--- src/rtl/exponential_approach_growth_step_macros.svh ---
// ---------------------------------------------------------------------------
// exponential approach growth step - assertion macros
// concurrent check helpers, empty when SYNTH is defined
// ---------------------------------------------------------------------------
`ifndef EXPONENTIAL_APPROACH_GROWTH_STEP_MACROS_SVH
`define EXPONENTIAL_APPROACH_GROWTH_STEP_MACROS_SVH

`ifndef SYNTH
`define EAGS_ASSERT_IMP(lbl, clk, rstn, ante, cons) \
    lbl: assert property (@(posedge clk) disable iff (!(rstn)) (ante) |-> (cons)) \
        else $error("eags check failed");
`define EAGS_ASSERT_NXT(lbl, clk, rstn, ante, cons) \
    lbl: assert property (@(posedge clk) disable iff (!(rstn)) (ante) |=> (cons)) \
        else $error("eags check failed");
`else
`define EAGS_ASSERT_IMP(lbl, clk, rstn, ante, cons)
`define EAGS_ASSERT_NXT(lbl, clk, rstn, ante, cons)
`endif

`endif

--- src/rtl/eags_pkg.sv ---
// ---------------------------------------------------------------------------
// eags_pkg
// types, register codes and constants of the exponential approach step
// ---------------------------------------------------------------------------
package eags_pkg;

    localparam int MUL_A_W = 33;
    localparam int MUL_B_W = 32;
    localparam int MUL_P_W = MUL_A_W + MUL_B_W;

    localparam logic [1:0] REG_INITIAL_LEVEL = 2'd0;
    localparam logic [1:0] REG_LIMIT_LEVEL   = 2'd1;
    localparam logic [1:0] REG_BASE_RATE     = 2'd2;

    localparam logic [32:0] ONE_Q32      = 33'h1_0000_0000;
    localparam logic [31:0] EXP_M1_Q32   = 32'd1580030169;
    localparam logic [3:0]  TAYLOR_TERMS = 4'd12;
    localparam logic [15:0] EXP_N_LIMIT  = 16'd12;

    typedef struct packed {
        logic [31:0] sample_time;
        logic [23:0] rate_multiplier;
        logic        series_start;
    } in_item_t;

    typedef struct packed {
        logic signed [31:0] level;
        logic               time_reversed;
    } out_item_t;

    typedef struct packed {
        logic signed [31:0] initial_level;
        logic signed [31:0] limit_level;
        logic [23:0]        base_rate;
    } cfg_t;

    // floor(2^32 / k), all ones for k of one
    function automatic logic [31:0] recip_q32(input logic [3:0] k);
        logic [31:0] m;
        case (k)
            4'd1:    m = 32'hFFFF_FFFF;
            4'd2:    m = 32'h8000_0000;
            4'd3:    m = 32'h5555_5555;
            4'd4:    m = 32'h4000_0000;
            4'd5:    m = 32'h3333_3333;
            4'd6:    m = 32'h2AAA_AAAA;
            4'd7:    m = 32'h2492_4924;
            4'd8:    m = 32'h2000_0000;
            4'd9:    m = 32'h1C71_C71C;
            4'd10:   m = 32'h1999_9999;
            4'd11:   m = 32'h1745_D174;
            4'd12:   m = 32'h1555_5555;
            default: m = 32'h0000_0000;
        endcase
        return m;
    endfunction

endpackage

--- src/rtl/eags_mul.sv ---
// ---------------------------------------------------------------------------
// eags_mul
// shared unsigned multiplier used by the multiply steps of the sequencer
// ---------------------------------------------------------------------------
module eags_mul #(
    parameter int A_W = 33,
    parameter int B_W = 32
) (
    input  logic [A_W-1:0]     a,
    input  logic [B_W-1:0]     b,
    output logic [A_W+B_W-1:0] p
);

    assign p = {{B_W{1'b0}}, a} * {{A_W{1'b0}}, b};

endmodule

--- src/rtl/eags_apb.sv ---
// ---------------------------------------------------------------------------
// eags_apb
// configuration registers behind an apb-style slave port
// ---------------------------------------------------------------------------
module eags_apb
    import eags_pkg::*;
(
    input  logic        aclk,
    input  logic        aresetn,
    input  logic        psel,
    input  logic        penable,
    input  logic        pwrite,
    input  logic [3:0]  paddr,
    input  logic [31:0] pwdata,
    output logic [31:0] prdata,
    output logic        pready,
    output cfg_t        cfg
);

    cfg_t        cfg_reg;
    logic        wr_en;
    logic [1:0]  reg_idx;

    assign pready  = 1'b1;
    assign wr_en   = psel && penable && pwrite;
    assign reg_idx = paddr[3:2];
    assign cfg     = cfg_reg;

    always_ff @(posedge aclk) begin
        if (!aresetn) begin
            cfg_reg <= '0;
        end else if (wr_en) begin
            case (reg_idx)
                REG_INITIAL_LEVEL: cfg_reg.initial_level <= pwdata;
                REG_LIMIT_LEVEL:   cfg_reg.limit_level   <= pwdata;
                REG_BASE_RATE:     cfg_reg.base_rate     <= pwdata[23:0];
                default: ;
            endcase
        end
    end

    always_comb begin
        case (reg_idx)
            REG_INITIAL_LEVEL: prdata = cfg_reg.initial_level;
            REG_LIMIT_LEVEL:   prdata = cfg_reg.limit_level;
            REG_BASE_RATE:     prdata = {8'd0, cfg_reg.base_rate};
            default:           prdata = 32'd0;
        endcase
    end

endmodule

--- src/rtl/exponential_approach_growth_step.sv ---
// ---------------------------------------------------------------------------
// exponential_approach_growth_step
// first-order approach of a level toward a limit, one item per sample
// ---------------------------------------------------------------------------
// A series-start item loads the level from initial_level and is answered in
// the next cycle. Other items pass ST_RATE, ST_XLO, ST_XHI and ST_XSUM, the
// twelve Taylor terms of exp(-frac(x)) in three steps each (multiply,
// reciprocal divide, correction) and n multiplies by exp(-1), where n (0..11)
// is the integer part of the scaled rate x; both are skipped when that part
// is 12 or more. One 33x32 multiplier is shared by the multiply steps. s_ready
// is low while an item is in progress and while a result waits to be taken.
// ---------------------------------------------------------------------------
`include "exponential_approach_growth_step_macros.svh"

module exponential_approach_growth_step
    import eags_pkg::*;
(
    input  logic        aclk,
    input  logic        aresetn,
    input  logic        s_valid,
    output logic        s_ready,
    input  in_item_t    s_data,
    output logic        m_valid,
    input  logic        m_ready,
    output out_item_t   m_data,
    input  logic        psel,
    input  logic        penable,
    input  logic        pwrite,
    input  logic [3:0]  paddr,
    input  logic [31:0] pwdata,
    output logic [31:0] prdata,
    output logic        pready
);

    typedef enum logic [3:0] {
        ST_IDLE,
        ST_RATE,
        ST_XLO,
        ST_XHI,
        ST_XSUM,
        ST_TAY_MUL,
        ST_TAY_DIV,
        ST_TAY_FIX,
        ST_EXP,
        ST_SCALE,
        ST_DONE
    } state_t;

    cfg_t               cfg;
    state_t             state_reg;
    logic [31:0]        prev_time_reg;
    logic signed [31:0] level_reg;
    logic [31:0]        dt_reg;
    logic               rev_reg;
    logic [23:0]        mult_reg;
    logic [47:0]        r_reg;
    logic [31:0]        acc_reg;
    logic [47:0]        prod_reg;
    logic [15:0]        frac_reg;
    logic [3:0]         cnt_reg;
    logic [3:0]         k_reg;
    logic [32:0]        t_reg;
    logic [31:0]        v_reg;
    logic [31:0]        q_reg;
    logic               dneg_reg;
    logic [31:0]        dmag_reg;
    logic               m_valid_reg;
    out_item_t          m_data_reg;

    logic [MUL_A_W-1:0] mul_a;
    logic [MUL_B_W-1:0] mul_b;
    logic [MUL_P_W-1:0] mul_p;

    logic               out_free;
    logic               in_acc;
    logic               res_load;
    logic signed [32:0] diff;
    logic [48:0]        xsum;
    logic [31:0]        x_sat;
    logic [35:0]        qk;
    logic [31:0]        rem;
    logic [31:0]        q_fixed;
    logic [32:0]        t_round;
    logic [16:0]        gain;
    logic [33:0]        delta;
    logic [33:0]        level_sum;
    logic [31:0]        level_sat;

    eags_apb u_apb (
        .aclk    (aclk),
        .aresetn (aresetn),
        .psel    (psel),
        .penable (penable),
        .pwrite  (pwrite),
        .paddr   (paddr),
        .pwdata  (pwdata),
        .prdata  (prdata),
        .pready  (pready),
        .cfg     (cfg)
    );

    eags_mul #(
        .A_W (MUL_A_W),
        .B_W (MUL_B_W)
    ) u_mul (
        .a (mul_a),
        .b (mul_b),
        .p (mul_p)
    );

    assign out_free = !m_valid_reg || m_ready;
    assign s_ready  = (state_reg == ST_IDLE) && out_free;
    assign in_acc   = s_valid && s_ready;
    assign res_load = (in_acc && s_data.series_start) || (state_reg == ST_DONE && out_free);
    assign m_valid  = m_valid_reg;
    assign m_data   = m_data_reg;

    // operand selection for the shared multiplier
    always_comb begin
        mul_a = '0;
        mul_b = '0;
        case (state_reg)
            ST_RATE: begin
                mul_a = {9'd0, cfg.base_rate};
                mul_b = {8'd0, mult_reg};
            end
            ST_XLO: begin
                mul_a = {1'b0, dt_reg};
                mul_b = r_reg[31:0];
            end
            ST_XHI: begin
                mul_a = {1'b0, dt_reg};
                mul_b = {16'd0, r_reg[47:32]};
            end
            ST_TAY_MUL: begin
                mul_a = t_reg;
                mul_b = {frac_reg, 16'd0};
            end
            ST_TAY_DIV: begin
                mul_a = {1'b0, v_reg};
                mul_b = recip_q32(k_reg);
            end
            ST_EXP: begin
                mul_a = t_reg;
                mul_b = EXP_M1_Q32;
            end
            ST_SCALE: begin
                mul_a = {16'd0, gain};
                mul_b = dmag_reg;
            end
            default: ;
        endcase
    end

    assign diff    = {cfg.limit_level[31], cfg.limit_level} - {level_reg[31], level_reg};
    assign xsum    = {1'b0, prod_reg} + {17'd0, acc_reg};
    assign x_sat   = (xsum[48:32] != 17'd0) ? 32'hFFFF_FFFF : xsum[31:0];
    assign qk      = {4'd0, q_reg} * {32'd0, k_reg};
    assign rem     = v_reg - qk[31:0];
    assign q_fixed = q_reg + {31'd0, (rem >= {28'd0, k_reg})};
    assign t_round = t_reg + 33'd32768;
    assign gain    = 17'd65536 - t_round[32:16];

    // floor of the signed product: round the magnitude up when negative
    always_comb begin
        if (dneg_reg) begin
            delta = 34'd0 - ({2'd0, prod_reg[47:16]} + {33'd0, (prod_reg[15:0] != 16'd0)});
        end else begin
            delta = {2'd0, prod_reg[47:16]};
        end
        level_sum = {{2{level_reg[31]}}, level_reg} + delta;
        if (level_sum[33:31] == 3'b000 || level_sum[33:31] == 3'b111) begin
            level_sat = level_sum[31:0];
        end else if (level_sum[33]) begin
            level_sat = 32'h8000_0000;
        end else begin
            level_sat = 32'h7FFF_FFFF;
        end
    end

    always_ff @(posedge aclk) begin
        if (!aresetn) begin
            state_reg     <= ST_IDLE;
            m_valid_reg   <= 1'b0;
            prev_time_reg <= '0;
            level_reg     <= '0;
        end else begin
            if (res_load) begin
                m_valid_reg <= 1'b1;
            end else if (m_valid_reg && m_ready) begin
                m_valid_reg <= 1'b0;
            end
            case (state_reg)
                ST_IDLE: begin
                    if (in_acc) begin
                        prev_time_reg <= s_data.sample_time;
                        if (s_data.series_start) begin
                            level_reg                <= cfg.initial_level;
                            m_data_reg.level         <= cfg.initial_level;
                            m_data_reg.time_reversed <= 1'b0;
                        end else begin
                            if (s_data.sample_time < prev_time_reg) begin
                                dt_reg  <= '0;
                                rev_reg <= 1'b1;
                            end else begin
                                dt_reg  <= s_data.sample_time - prev_time_reg;
                                rev_reg <= 1'b0;
                            end
                            mult_reg  <= s_data.rate_multiplier;
                            dneg_reg  <= diff[32];
                            dmag_reg  <= diff[32] ? 32'(-diff) : diff[31:0];
                            state_reg <= ST_RATE;
                        end
                    end
                end
                ST_RATE: begin
                    r_reg     <= mul_p[47:0];
                    state_reg <= ST_XLO;
                end
                ST_XLO: begin
                    acc_reg   <= mul_p[63:32];
                    state_reg <= ST_XHI;
                end
                ST_XHI: begin
                    prod_reg  <= mul_p[47:0];
                    state_reg <= ST_XSUM;
                end
                ST_XSUM: begin
                    if (x_sat[31:16] >= EXP_N_LIMIT) begin
                        t_reg     <= '0;
                        state_reg <= ST_SCALE;
                    end else begin
                        frac_reg  <= x_sat[15:0];
                        cnt_reg   <= x_sat[19:16];
                        k_reg     <= TAYLOR_TERMS;
                        t_reg     <= ONE_Q32;
                        state_reg <= ST_TAY_MUL;
                    end
                end
                ST_TAY_MUL: begin
                    v_reg     <= mul_p[63:32];
                    state_reg <= ST_TAY_DIV;
                end
                ST_TAY_DIV: begin
                    q_reg     <= mul_p[63:32];
                    state_reg <= ST_TAY_FIX;
                end
                ST_TAY_FIX: begin
                    t_reg <= ONE_Q32 - {1'b0, q_fixed};
                    if (k_reg == 4'd1) begin
                        state_reg <= (cnt_reg == 4'd0) ? ST_SCALE : ST_EXP;
                    end else begin
                        k_reg     <= k_reg - 4'd1;
                        state_reg <= ST_TAY_MUL;
                    end
                end
                ST_EXP: begin
                    t_reg   <= {1'b0, mul_p[63:32]};
                    cnt_reg <= cnt_reg - 4'd1;
                    if (cnt_reg == 4'd1) begin
                        state_reg <= ST_SCALE;
                    end
                end
                ST_SCALE: begin
                    prod_reg  <= mul_p[47:0];
                    state_reg <= ST_DONE;
                end
                ST_DONE: begin
                    if (out_free) begin
                        level_reg                <= level_sat;
                        m_data_reg.level         <= level_sat;
                        m_data_reg.time_reversed <= rev_reg;
                        state_reg                <= ST_IDLE;
                    end
                end
                default: state_reg <= ST_IDLE;
            endcase
        end
    end

    `EAGS_ASSERT_NXT(a_start_loads, aclk, aresetn, in_acc && s_data.series_start,
        m_valid && m_data.level == $past(cfg.initial_level) && !m_data.time_reversed)
    `EAGS_ASSERT_NXT(a_busy_after_step, aclk, aresetn, in_acc && !s_data.series_start, !s_ready)
    `EAGS_ASSERT_IMP(a_t_bounded, aclk, aresetn, t_reg[32], t_reg[31:0] == 32'd0)

endmodule
--- config.mk ---
export PLATFORM = sky130hd
export DESIGN_NAME = exponential_approach_growth_step
export DESIGN_NICKNAME = d
export VERILOG_FILES = /design/src/rtl/eags_pkg.sv /design/src/rtl/eags_mul.sv /design/src/rtl/eags_apb.sv /design/src/rtl/exponential_approach_growth_step.sv
export VERILOG_INCLUDE_DIRS = /design/src /design/src/rtl
export SDC_FILE = /design/constraint.sdc
export NUM_CORES = 2
export LEC_CHECK = 0
export ABC_AREA = 1
export BUFFER_PORTS_ARGS = -buffer_cell sky130_fd_sc_hd__buf_2
export CORE_UTILIZATION = 25
export CTS_CLUSTER_DIAMETER = 60
export DETAILED_ROUTE_END_ITERATION = 8
export HOLD_SLACK_MARGIN = 0.15
export PLACE_DENSITY = 0.5
export SLEW_MARGIN = 20
export SYNTH_ARGS = -nofsm -noshare
export SYNTH_HDL_FRONTEND = slang
export SYNTH_SLANG_ARGS = --single-unit
--- constraint.sdc ---
create_clock -name aclk -period 16.6 [get_ports aclk]
set_input_delay 1.66 -clock aclk [delete_from_list [all_inputs] [get_ports aclk]]
set_output_delay 1.66 -clock aclk [all_outputs]
set_load 0.05 [all_outputs]
* Word-level counts from Yosys, hierarchy flattened *
Memories as Yosys holds them, arrays and structs flattened. A register that Yosys moved wholly into a read port is not among the register bits.
Index checks and enable logic that the tools add are counted.

storage, ports and cells
  register bits = 529
  ROM bits = 512
  bits of input ports = 100
  output and inout port bits = 68
  word-level logic and storage cells = 144
  memories = 1

memories
  name             depth  bits a word  read ports  clocked after Yosys merged registers in  write ports  RTL line        text
  (no name shown)  16     32           1           1                                        0            eags_pkg.sv:40  case (k)

operators by class
  add/subtract/negate cells = 14
  multiply operators = 2
  order comparisons = 3
  eq/ne operators = 22
  mux-type cells = 35
  bitwise logic cells = 2
  reductions and logical operators = 42

operators with widths
  operator                                                              count
  32-bit two-way mux                                                    7
  32-bit case mux with 7 select lines                                   1
  33-bit case mux with 5 select lines                                   1
  33-bit two-way mux                                                    4
  33-bit case mux with 3 select lines                                   1
  32-bit case mux with 3 select lines                                   1
  33-bit case mux with 2 select lines                                   1
  33-bit by 32-bit multiplier with 64-bit output                        1
  32-bit case mux with 2 select lines                                   1
  32-bit subtractor                                                     2
  48-bit by 32-bit adder with 49-bit output                             1
  4-bit case mux with 11 select lines                                   1
  4-bit two-way mux                                                     10
  34-bit adder                                                          1
  34-bit two-way mux                                                    1
  1-bit by 33-bit subtractor with 34-bit output, first input constant   1
  32-bit by 1-bit adder with 33-bit output                              1
  33-bit by 16-bit adder with 33-bit output, second input constant      1
  32-bit by 32-bit subtractor with 33-bit output                        1
  33-bit by 32-bit subtractor with 33-bit output, first input constant  1
  32-bit by 1-bit adder with 32-bit output                              1
  32-bit by 4-bit >= comparator with 1-bit output                       1
  32-bit < comparator                                                   1
  32-bit by 4-bit multiplier with 32-bit output                         1
  30 further kinds                                                      77

* Logic depth before layout (Yosys ltp) *
  word-level depth = 10
  mapped depth = 49

* Modules after synthesis *
Synthesis repeated with hierarchy kept, for this count alone.

unflattened totals
  cell total of the unflattened synthesis = 10412
  area total of the unflattened synthesis = 77127.7 um^2

modules (own cells, without submodules)
  module                            times used  cells an instance  area each (um^2)  seq. area each (um^2)
  eags_mul                          1           5085               37011.7           0.0
  exponential_approach_growth_step  1           4690               36008.3           12972.4
  eags_apb                          1           637                4107.7            1761.7

* Worst setup path after synthesis *
Ideal clock, no wire load.

  path type = input port to flip-flop
  from = in m_ready
  to = reg dmag_reg[0], enable pin
  library setup time = 649 ps
  arrival = 9101 ps
  slack = 6850 ps
  stages = 6
  cells stage by stage = nor2_1 > nor2_1 > nand2_1 > clkbuf_1 > clkbuf_1 > nor3_1

between the ends
  cells in the longest elaborated chain, start to end = 4

RTL lines
  what                                  RTL line                                 text
  start: declaration                    exponential_approach_growth_step.sv:24   input logic m_ready,
  1-bit logical OR                      exponential_approach_growth_step.sv:111  assign out_free = !m_valid_reg || m_ready;
  1-bit logical AND                     exponential_approach_growth_step.sv:112  assign s_ready = (state_reg == ST_IDLE) && out_free;
  net s_ready                           exponential_approach_growth_step.sv:21   output logic s_ready,
  1-bit logical AND                     exponential_approach_growth_step.sv:113  assign in_acc = s_valid && s_ready;
  4-bit AND reduction (no source line)  -
  end signal: assignment                exponential_approach_growth_step.sv:211  dmag_reg <= diff[32] ? 32'(-diff) : diff[31:0];
  end: declaration                      exponential_approach_growth_step.sv:66   logic [31:0] dmag_reg;

The timed path passes the listed nets, and every way through them passes these cells.
A chain may end at the register's enable or synchronous reset.

* Worst setup path in the final report *
  from = reg state_reg[3]
  to = reg acc_reg[13] (data pin)

between the ends
  cells in the longest elaborated chain, start to end = 4

RTL lines
  what                                              RTL line                                 text
  start: declaration                                exponential_approach_growth_step.sv:50   state_t state_reg;
  start signal: assignment                          exponential_approach_growth_step.sv:251  state_reg <= (cnt_reg == 4'd0) ? ST_SCALE : ST_EXP;
  4-bit equality test (tied with other cells)       exponential_approach_growth_step.sv:122  case (state_reg)
  2-bit OR reduction (no source line)               -
  33-bit case mux with 5 select lines               exponential_approach_growth_step.sv:122
  33-bit by 32-bit multiplier with 64-bit output *  eags_mul.sv:14                           assign p = {{B_W{1'b0}}, a} * {{A_W{1'b0}}, b};
  net mul_p[45]                                     exponential_approach_growth_step.sv:72   logic [MUL_P_W-1:0] mul_p;
  end signal: assignment                            exponential_approach_growth_step.sv:221  acc_reg <= mul_p[63:32];
  end: declaration                                  exponential_approach_growth_step.sv:57   logic [31:0] acc_reg;

The timed path passes the listed nets; every way through them passes the cells marked *.

==> reports/results.ini <==
[critical_path]
cp_common_cell=inv_1
cp.required_ps=16870
end_kind=flip-flop
start_kind=flip-flop
slowest_delay_ps=990
crit_type=flip-flop to flip-flop
crit_slowest_cell=xor2_2
r2r_setup_slack_ps=4650
crit_fanout=18
arrival_ps=12210

[routing]
drt_wl_total_um=275100
drt_pass1_iterations=6
remaining_drc_errors=0
num_vias=61710
wl_per_cell_um=20.69
detail-route-antenna-nets=0
drtIter0Drc=4955
vias_per_cell=4.641

[global_routing]
grt_overflow=0
antenna_found_initial=17
grt_max_degree=86
grt_usage_pct=18.62
grt_pass1_wl_um=409500
grt_pass1_vias=61970

[synthesis]
synth_seq_cells=550
synth_enable_flop_cells=372
ys_seq_area_share_pct=20.10
synth_warnings=0
synth_flop_cell=edfxtp_1
synthArstFlopShare_pct=0
synth_cell_types=72
netlist_area_um2=73290
post_synth.cell_area_avg_um2=7.918
syn_inst=9256

[floorplanning]
start_util_pct=25.16
core-area_um2=291300
die_w_um=543.4
die_area_um2=295300
ios=168
rows=198
die_y_um=543.4

[timing]
setup_tns_ps=0
period_share_pct=71.96
final.setup_skew_ps=35.85
rsz0062_at_grt=no
slew_headroom_pct=13.85
setup_ws_ps=4654
setup_viol=0
finalHoldViolations=0
finalMaxSlewViolations=0
worst_slew_pin_slew_ps=1291
period_needed_ps=11950
fmax_ghz=0.08371

[final_layout]
fin_util_pct=28.03
nets=10930
area.growth.synth_to_final_pct=11.43
largest_reg_flops=88
drive_gt1_share_pct=6.880

[cts]
clk_path_buf_depth=3
root_buffer=clkbuf_16
cts_tree=yes
post_cts_buffers=0
worstSkewPairLatency_ps=670
cts-hold-fix-buffers=0
post_cts_resized=0
cts_sinks=550
clk_pin_slew_ps=60
h-tree-depth=3
numCtsBuffers=76

[power_and_ir_drop]
vdd_drop_max_uv=69.56
power.density_nw_per_um2=52.23
leakagePower_uw=0.03861

[outcome]
status=finished clean

[place]
place_hpwl_um=220500
place_congestion=0.9390
numPortBuffers=164
post-place-ws_ps=4798

[flow_run]
drv_cap=0

[min_path]
hold_class=flip-flop to flip-flop

## routing by layer
layer / part of all wire (%) / up-vias / track usage [%]
met5: 0.0047 / - / 0
met3: 5.7 / 393 / 2.013
li1: - / 28800 / -
met1: 42 / 30610 / 24.32
met2: 47 / 1902 / 31.14
met4: 4.8 / 2 / 7.862
## cells in the mapped netlist, types with 67 or more instances
cell type,instances,area (um^2)
fa_1,1015,20320
o21ai_0,371,1857
nand4_1,78,488.0
clkbuf_1,248,930.9
dfxtp_1,178,3563
nor3_1,67,335.3
a21oi_1,449,2247
edfxtp_1,372,11170
nor2_1,903,3390
ha_1,493,6168
xnor2_1,91,797.0
nand3_1,232,1161
inv_1,1772,6651
xor2_1,179,1568
nand2_1,2198,8250
## area by class of cell
class | count | area, um^2
well taps | 3900 | 4880
clock buffers | 91 | 2048
diodes | 7 | 17.52
clock inverters | 50 | 583.1
inverters | 1825 | 6860
flip-flops and latches | 550 | 14730
multi-input cells | 6586 | 50800
repair buffers | 287 | 1747
fillers | 31990 | 209700
## cells by family (layout without fill, tap and decap cells)
kind of cell             count (synthesis)  count (layout)  share of synthesized area (%)
XOR/XNOR                               273             273                          3.293
AO/OA/AOI/OAI                         1102            1102                          8.630
buffers and inverters                 2127            2253                          11.03
flip-flops                             550             550                          20.10
adder cells (fa/ha/maj)               1508            1508                          36.14
other                                    2              16                        0.01025
AND/OR/NAND/NOR                       3694            3694                          20.79
## through the flow
step | total power (uW) | instances | cell area, um^2 | hold WS [ps]
2_1_floorplan | 2205 | 9263 | 73320 | 427.4
3_3_place_gp | 2592 | 13150 | 79020 | 438.6
3_5_place_dp | 2589 | 13150 | 79020 | 448.3
4_1_cts | 4284 | 13290 | 81650 | 456.6
5_1_grt | 4434 | 13290 | 81650 | 466.5
6_report | 4265 | 13300 | 81670 | 455.7
## report_power, final
group	leakage [uW]	switching, uW	internal [uW]
Sequential	0.00488	38.9	1540
Combinational	0.0325	725	270
Clock	0.00126	699	997
Total	0.0386	1460	2800
## worst max-delay path, delay by kind of cell (launching register included)
kind	cells	cell delay (ps)
DFF	1	360
buffers and inverters	11	2690
and+or+nand+nor	11	2210
adders and majority gates	9	4260
AOI/OAI and AO/OA	3	1020
xor gates and xnor gates	1	990
## placed cells by master (no fill, tap or decap), drive strengths merged, types with 12 or more instances in the layout
cell type	instances
edfxtp	372
nand2	2229
a31oi	36
a21o	32
nor4	34
or2	31
a22o	39
nand3	246
o221ai	16
nand4	80
clkbuf	91
o21ai	382
nor3	74
ha	493
xnor2	91
and2	17
o211ai	33
o21bai	17
a221oi	41
inv	1816
clkinv	44
nand3b	12
fa	1015
dfxtp	178
o21a	18
xor2	182
a21oi	450
nor2	963
buf	287
## path summary, 6_finish.rpt
| kind | from | endpoint | cells after the start |
|---|---|---|---|
| setup / recovery | state_reg[3]$_SDFFE_PN0P_ | acc_reg[13]$_DFFE_PP_ | 35 |
| hold / removal | prev_time_reg[4]$_SDFFE_PN0P_ | prev_time_reg[4]$_SDFFE_PN0P_ | 2 |
| setup reg to reg | state_reg[3]$_SDFFE_PN0P_ | acc_reg[13]$_DFFE_PP_ | 35 |
| hold reg to reg | prev_time_reg[4]$_SDFFE_PN0P_ | prev_time_reg[4]$_SDFFE_PN0P_ | 2 |
Note: power is estimated with default switching activity, not from simulation.
